==> src/hw/rtl/qsort_pkg.sv <==
// Shared constants, types and controller/datapath interface for the quicksort block.
package qsort_pkg;

    localparam int MAX_ITEMS   = 1024;
    localparam int ADDR_W      = $clog2(MAX_ITEMS);
    localparam int CNT_W       = ADDR_W + 1;
    localparam int STACK_DEPTH = ADDR_W + 1;
    localparam int SP_W        = $clog2(STACK_DEPTH + 1);
    localparam int VAL_W       = 32;
    localparam int IDX_W       = 10;
    localparam int IN_DATA_W   = ((VAL_W + IDX_W + 7) / 8) * 8;

    localparam logic ACT_LOAD  = 1'b0;
    localparam logic ACT_FETCH = 1'b1;

    typedef struct packed {
        logic [CNT_W-1:0] base;
        logic [CNT_W-1:0] len;
    } t_span;

    typedef enum logic [3:0] {
        S_IDLE,
        S_FETCH_WAIT,
        S_SORT_INIT,
        S_POP,
        S_CHECK,
        S_RD_PIVOT,
        S_RD_HELD,
        S_CAP_HELD,
        S_LOOP
    } t_state;

    typedef struct packed {
        logic load;
        logic fetch;
        logic fetch_wait;
        logic sort_init;
        logic pop;
        logic rd_pivot;
        logic rd_held;
        logic cap_held;
        logic step;
        logic finish;
        logic out_load;
    } t_cmd;

    typedef struct packed {
        logic            sp_zero;
        logic            len_ge2;
        logic            loop_go;
        logic            out_free;
        logic [SP_W-1:0] sp;
    } t_sts;

endpackage

==> src/hw/rtl/qsort_ctrl.sv <==
// Controller state machine: load/fetch handling and quicksort sequencing.
module qsort_ctrl import qsort_pkg::*; (
    input  logic i_clk,
    input  logic i_rst_n,
    input  logic i_valid,
    input  logic i_action,
    input  logic i_last,
    input  t_sts i_sts,
    output logic o_ready,
    output t_cmd o_cmd
);

    t_state r_state;
    t_state n_state;

    always_ff @(posedge i_clk) begin
        if (!i_rst_n) begin
            r_state <= S_IDLE;
        end else begin
            r_state <= n_state;
        end
    end

    always_comb begin
        n_state = r_state;
        case (r_state)
            S_IDLE: begin
                if (i_valid) begin
                    if (i_action == ACT_FETCH) begin
                        n_state = S_FETCH_WAIT;
                    end else if (i_last) begin
                        n_state = S_SORT_INIT;
                    end
                end
            end
            S_FETCH_WAIT: begin
                if (i_sts.out_free) begin
                    n_state = S_IDLE;
                end
            end
            S_SORT_INIT: n_state = S_POP;
            S_POP: begin
                n_state = i_sts.sp_zero ? S_IDLE : S_CHECK;
            end
            S_CHECK: begin
                n_state = i_sts.len_ge2 ? S_RD_PIVOT : S_POP;
            end
            S_RD_PIVOT: n_state = S_RD_HELD;
            S_RD_HELD:  n_state = S_CAP_HELD;
            S_CAP_HELD: n_state = S_LOOP;
            S_LOOP: begin
                // step loops back through the held capture; a finished split re-checks
                n_state = i_sts.loop_go ? S_CAP_HELD : S_CHECK;
            end
            default: n_state = S_IDLE;
        endcase
    end

    always_comb begin
        o_cmd   = '0;
        o_ready = 1'b0;
        case (r_state)
            S_IDLE: begin
                o_ready       = 1'b1;
                o_cmd.load    = i_valid && (i_action == ACT_LOAD);
                o_cmd.fetch   = i_valid && (i_action == ACT_FETCH);
            end
            S_FETCH_WAIT: begin
                // keep the fetched entry on the read port until the result moves out
                o_cmd.fetch_wait = 1'b1;
                o_cmd.out_load   = i_sts.out_free;
            end
            S_SORT_INIT:  o_cmd.sort_init = 1'b1;
            S_POP:        o_cmd.pop       = !i_sts.sp_zero;
            S_CHECK:      o_cmd           = '0;
            S_RD_PIVOT:   o_cmd.rd_pivot  = 1'b1;
            S_RD_HELD:    o_cmd.rd_held   = 1'b1;
            S_CAP_HELD:   o_cmd.cap_held  = 1'b1;
            S_LOOP: begin
                o_cmd.step   = i_sts.loop_go;
                o_cmd.finish = !i_sts.loop_go;
            end
            default: o_cmd = '0;
        endcase
    end

endmodule

==> config.mk <==
export PLATFORM = sky130hd
export DESIGN_NAME = qsort_ctrl
export DESIGN_NICKNAME = d
export VERILOG_FILES = /design/src/hw/rtl/qsort_pkg.sv /design/src/hw/rtl/qsort_ctrl.sv
export SDC_FILE = /design/constraint.sdc
export NUM_CORES = 1
export LEC_CHECK = 0
export ABC_AREA = 1
export BUFFER_PORTS_ARGS = -buffer_cell sky130_fd_sc_hd__buf_2
export CORE_AREA = 8 8 45 47
export CTS_CLUSTER_DIAMETER = 30
export DETAILED_ROUTE_END_ITERATION = 7
export DIE_AREA = 0 0 53 55
export GPL_TIMING_DRIVEN = 1
export PLACE_DENSITY = 0.62
export SLEW_MARGIN = 40
export SYNTH_ARGS = -nofsm -noshare
export SYNTH_HDL_FRONTEND = slang
export SYNTH_SLANG_ARGS = --single-unit
==> constraint.sdc <==
create_clock -name i_clk -period 1.3 [get_ports i_clk]
set_clock_uncertainty 0.05 [all_clocks]
set_input_delay 0.26 -clock i_clk [delete_from_list [all_inputs] [get_ports i_clk]]
set_output_delay 0.26 -clock i_clk [all_outputs]
set_load 0.01 [all_outputs]
==> results of run 1 <==
## critical path, delay by kind of cell (launching register included)
kind	cells	cell delay, ns
buf+inv	1	0.14
flops	1	0.35
simple gates	3	0.42
## through the flow
| step | area, um^2 | hold slack [ns] | util [%] | cells |
|---|---|---|---|---|
| floorplan | 363 | 0.372 | - | 66 |
| global placement | 483 | 0.479 | 34.9 | 102 |
| detailed placement | 483 | 0.500 | 34.9 | 102 |
| CTS | 568 | 0.248 | 41.0 | 110 |
| global route | 592 | 0.273 | 42.8 | 111 |
| finish | 592 | 0.257 | 42.8 | 111 |
## layout by cell type, fill, tap and decap left out
master     n
inv_1     13
dfxtp_2    2
nor2_4     3
buf_4      4
nand4_1    1
nand3_1    6
nand2_2    1
nor3_1     1
nand3_2    1
nor2_2     2
nand2_1   13
nand3b_1   1
or2_2      1
dfxtp_4    2
inv_2      2
clkbuf_4   3
buf_6      3
buf_2     19
nand4_2    1
a21oi_1    4
nor2_1    12
## final cells by class
| cell class | instances | area [um^2] |
|---|---|---|
| flip-flops and latches | 4 | 90.1 |
| well taps | 16 | 20.0 |
| inverters | 15 | 56.3 |
| clock buffers | 3 | 22.5 |
| multi-input cells | 47 | 244 |
| fillers | 140 | 792 |
| repair buffers | 26 | 159 |
## cells by family after synthesis
kind of cell | after synthesis | share of synthesized area (%)
and+or+nand+nor | 43 | 56.9
AOI/OAI and AO/OA | 4 | 5.52
DFF | 4 | 22.1
buffers and inverters | 15 | 15.5
## where the power goes
group,switching [mW],leakage [nW],total (mW),internal (mW)
Clock,0.0432,0.0138,0.146,0.103
Sequential,0.0132,0.0350,0.147,0.134
Combinational,0.117,0.307,0.212,0.0950
Total,0.174,0.356,0.505,0.331
## final timing paths
| path | from | endpoint | cells past startpoint |
|---|---|---|---|
| worst max register to register | r_state[0] | r_state[1] | 8 |
| worst max-delay path | r_state[0] | o_cmd[9] | 4 |
| worst min-delay path | i_rst_n | r_state[1] | 3 |
| worst min register to register | r_state[2] | r_state[3] | 2 |
## what timing repair did
| action | in CTS | in global routing |
|---|---|---|
| setup endpoints to repair | 12 | 12 |
| pin swaps | 5 | 2 |
| resized for setup | 11 | 5 |
| setup buffers | 5 | 1 |
## metal layers
layer / share of wire (%) / routed length, um / up-vias
met1: 35 / 406 / 224
met4: 0.43 / 5 / 0
met5: 0 / 0 / -
met3: 8.5 / 100 / 2
met2: 56 / 662 / 11
li1: - / - / 261
==> flow_metrics.py, run 1 <==
metrics = {
    "drt": {
        "vias": 498,
        "dr.pass1.iters": 4,
        "drt_iter0_drc": 9,
        "drc": 0,
        "finalWirelength_um": 1180,
        "via_per_inst": 4.49,
        "drt-wirelength-per-cell_um": 10.6,
        "drt.antenna.violating_nets": 0,
    },
    "placed_design": {
        "dp_slack_ns": -0.0141,
        "gp_congestion": 0.760,
        "dpl.hpwl_um": 861,
        "numPortBuffers": 20,
    },
    "sta": {
        "fmax_ghz": 0.689,
        "slew_viol_final": 0,
        "max_slew_margin_pct": 85.7,
        "fin_ws_ns": -0.151,
        "timing_hold_violations_final": 0,
        "finalCritPeriodShare_pct": 112,
        "worst_pin_slew_ns": 0.214,
        "tns_ns": -1.05,
        "setup_viol": 12,
        "period_needed_ns": 1.45,
        "rsz0062_at_grt": "yes",
    },
    "clock_tree": {
        "ctsHtreeMaxLevel": 1,
        "clkSinkCount": 4,
        "clockBufferDepth": 2,
        "clkLatencyLatePin_ns": 0.23,
        "cts_tree": "yes",
        "cts_hold_buffers": 0,
        "clkSlewWorstSetupHoldPaths_ns": 0.03,
        "cts_buffers": 3,
        "cts_root_buf": "clkbuf_4",
    },
    "global_route": {
        "globalRouteMet1Util_pct": 8.36,
        "top_usage_layer": "met2",
        "grt_overflow": 0,
        "grt_use_met2_pct": 14.3,
        "grt_pass1_wl_um": 1830,
        "grt_usage_pct": 8.25,
        "grt_max_degree": 9,
        "gr-usage-met3_pct": 2.41,
        "antenna_found_initial": 0,
        "first_global_vias": 460,
    },
    "logic_synthesis": {
        "synthCells": 66,
        "yosys_warnings": 0,
        "avgSynthCellArea_um2": 5.50,
        "synthFlopType": "dfxtp_1",
        "synth_nets": 79,
        "synth-edff-count": 0,
        "synth_commonest_cells": "inv_1, nand2_1, nor2_1",
        "synth_top_area_share_pct": 22.1,
        "synth_area_um2": 363,
        "yosysTopAreaCell": "dfxtp_1",
        "seq_area_frac_synth_pct": 22.1,
        "synth_seq_cells": 4,
        "yosysMostFrequentCell": "inv_1",
        "synth_cell_types": 13,
        "synth_area_leaders": "dfxtp_1, inv_1, nand2_1",
        "async_flop_share_pct": 0,
    },
    "setup_path": {
        "cp_max_fo": 7,
        "regToRegSetupSlack_ns": 0.08,
        "cpPeakStageDelay_ns": 0.35,
        "critPathCaptureType": "primary output",
        "critPathArrivalTime_ns": 1.14,
        "startpoint_type": "register",
        "crit_type": "reg2out",
        "cp_data_required_time_ns": 0.99,
        "cp_cell_sequence": "nor2_4 -> nand3_2 -> nor2_1 -> buf_2",
        "cpMaxStageDelayCell": "dfxtp_4",
    },
    "floorplanning": {
        "die_h_um": 55,
        "row_count": 14,
        "die_w_um": 53,
        "die_area_um2": 2920,
        "initial_core_util_pct": 26.2,
        "core-area_um2": 1380,
        "pin_count": 25,
    },
    "final_layout": {
        "final_nets": 110,
        "drive_gt1_share_pct": 46.3,
        "largest_reg_flops": 4,
        "top_regs": "r_state (4)",
        "area_growth_pct": 63.1,
        "diodes": 0,
        "top_register": "r_state",
    },
    "outcome": {
        "status": "finished, violations left",
        "violations": "setup timing",
    },
    "power_and_ir_drop": {
        "p_leak_nw": 0.356,
        "p_per_area_nw_per_um2": 853,
        "p_total_mw": 0.505,
        "vdd_ir_drop_max_uv": 403,
    },
    "worst_hold_path": {
        "min_path_type": "in2reg",
    },
    "flow_run": {
        "cap_viol_max_count": 0,
    },
}
No activity file was read; power rests on OpenSTA's default activity.
==> inputs of run 2 (changes only) <==
- TNS_END_PERCENT: unset -> 1
==> run 2 against run 1 <==
Sequential power grew 3%; count of clock-buffer cells in the layout unchanged; via count fell by 6.8%; largest cell class unchanged; first-iteration DRC count is 67% lower; final cell count down 3.6%; worst setup slack improved by 0.0027 ns; register-to-register slack lost 0.08 ns; critical endpoint unchanged; largest power group unchanged; the flow still finishes with violations (setup timing); highest routed layer unchanged.
==> flow_metrics.py, run 2 (synthesis gave the netlist of run 1 again) <==
metrics = {
    "global_route": {
        "antenna_found_initial": 0,
        "grt_overflow": 0,
        "grt_max_degree": 9,
        "first_global_vias": 428,
        "grt_pass1_wl_um": 1680,
        "grt_usage_pct": 7.60,
    },
    "clock_tree": {
        "cts_root_buf": "clkbuf_4",
        "cts_tree": "yes",
        "cts_buffers": 3,
        "clkSlewWorstSetupHoldPaths_ns": 0.03,
        "clkLatencyLatePin_ns": 0.23,
        "clockBufferDepth": 2,
        "ctsHtreeMaxLevel": 1,
        "clkSinkCount": 4,
        "cts_hold_buffers": 0,
    },
    "drt": {
        "drt_iter0_drc": 3,
        "dr.pass1.iters": 2,
        "drc": 0,
        "via_per_inst": 4.34,
        "finalWirelength_um": 1080,
        "dr.max_layer_used": "met4",
        "route.met2.wl_um": 595,
        "vias": 464,
        "met1_length_um": 381,
        "drt.antenna.violating_nets": 0,
        "wl_met3_um": 95,
        "drt-wirelength-per-cell_um": 10.1,
    },
    "final_layout": {
        "top_regs": "r_state (4)",
        "final_cells": 107,
        "multiInputGateArea_um2": 239,
        "finalInstanceArea_um2": 543,
        "diodes": 0,
        "final_util_pct": 39.2,
        "drive_gt1_share_pct": 44.0,
        "n_fill_cell": 157,
        "area_growth_pct": 49.7,
        "top_register": "r_state",
        "final_nets": 106,
        "regArea_um2": 90.1,
        "layout_commonest_cell": "buf_2",
        "largest_reg_flops": 4,
        "final_cell_mix": "buf_2, inv_1, nand2_1",
    },
    "power_and_ir_drop": {
        "p_int_mw": 0.312,
        "p_per_area_nw_per_um2": 873,
        "power.switching_mw": 0.162,
        "pwr-share-clk_pct": 30.8,
        "combPwrFrac_pct": 37.2,
        "p_sw_share_pct": 34.1,
        "vdd_ir_drop_max_uv": 422,
        "p_leak_nw": 0.332,
        "seq_power_share_pct": 32.0,
    },
    "floorplanning": {
        "core-area_um2": 1380,
        "initial_core_util_pct": 26.2,
        "row_count": 14,
        "die_w_um": 53,
        "die_area_um2": 2920,
        "die_h_um": 55,
        "pin_count": 25,
    },
    "setup_path": {
        "critPathArrivalTime_ns": 1.14,
        "critPathCaptureType": "primary output",
        "r2r_start": "r_state[3]",
        "cp_max_fo": 8,
        "cpMaxStageDelayCell": "dfxtp_2",
        "startpoint_type": "register",
        "rr_worst_depth": 9,
        "cp_cell_sequence": "nor2_4 -> nand3_2 -> nor2_1 -> buf_2",
        "reg2reg_to": "r_state[1]",
        "cpPeakStageDelay_ns": 0.35,
        "cp_data_required_time_ns": 0.99,
        "crit_type": "reg2out",
        "regToRegSetupSlack_ns": 0,
    },
    "placed_design": {
        "dpl.hpwl_um": 861,
        "place_inst": 102,
        "numPortBuffers": 20,
        "gp_congestion": 0.760,
        "placed_area_um2": 483,
    },
    "outcome": {
        "status": "finished, violations left",
        "violations": "setup timing",
    },
    "worst_hold_path": {
        "hold_end": "r_state[1]",
        "min_from": "i_rst_n",
        "hold_depth": 3,
        "min_path_type": "in2reg",
    },
    "sta": {
        "finalCritPeriodShare_pct": 111,
        "setup_viol": 10,
        "fmax_ghz": 0.690,
        "slew_viol_final": 0,
        "timing_hold_violations_final": 0,
        "period_needed_ns": 1.45,
        "rsz0062_at_grt": "yes",
        "timing.hold.ws_ns": 0.255,
        "max_slew_margin_pct": 87.0,
        "worst_pin_slew_ns": 0.195,
        "fin_ws_ns": -0.149,
    },
    "flow_run": {
        "cap_viol_max_count": 0,
    },
}
[run 2: changes by cell type in the layout (fill, tap and decap cells not counted), sizes merged]
cell  before  now
buf       26   22
[run 2: through the flow]
step           setup slack, ns  total power, mW  setup TNS (ns)
2_1_floorplan            0.142            0.253               0
3_3_place_gp           0.00215            0.307               0
3_5_place_dp           -0.0141            0.308         -0.0141
4_1_cts                 -0.147            0.477           -1.17
5_1_grt                 -0.213            0.511           -1.88
6_report                -0.149            0.474          -0.926
[run 2: worst max-delay path by stage]
stage / end / from / depth (start not counted) / slack, ns
global placement: o_cmd[0] / r_state[0] / 5 / 0.002
global route: o_cmd[10] / r_state[3] / 4 / -0.21
detailed placement: o_cmd[0] / r_state[0] / 5 / -0.01
floorplan: o_cmd[0] / r_state[0] / 4 / 0.14
finish: o_cmd[9] / r_state[3] / 4 / -0.15
CTS: o_cmd[0] / r_state[0] / 5 / -0.15
[run 2: metal layers]
metal,GRT usage [%],up-vias
li1,-,251
met1,7.60,202
met2,13.3,9
met3,2.41,2
met4,5.17,0
met5,0,-
[run 2: timing repair]
item / 4_1_cts / 5_1_grt
resized for setup: 6 / 6
buffers inserted: 1 / 1
pin swaps: 2 / 3
endpoints found under the setup margin: 12 / 12
[run 2: layout make-up]
class	count	area share, %
inverter	15	10.4
tap	16	3.69
clock buffer	3	4.15
multi-input combinational	47	44.0
timing repair buffer	22	21.2
sequential	4	16.6
[run 2: critical path, delay by kind of cell, from the launching register on]
family | cells | cell delay (ns)
simple gates | 3 | 0.42
flops | 1 | 0.35
buf+inv | 1 | 0.14
[run 2: power by group through the flow]
stage	logic, mW	clock network (mW)	registers (mW)
CTS	0.168	0.159	0.150
global route	0.200	0.159	0.153
global placement	0.156	0	0.150
detailed placement	0.157	0	0.150
floorplan	0.107	0	0.146
finish	0.177	0.146	0.152
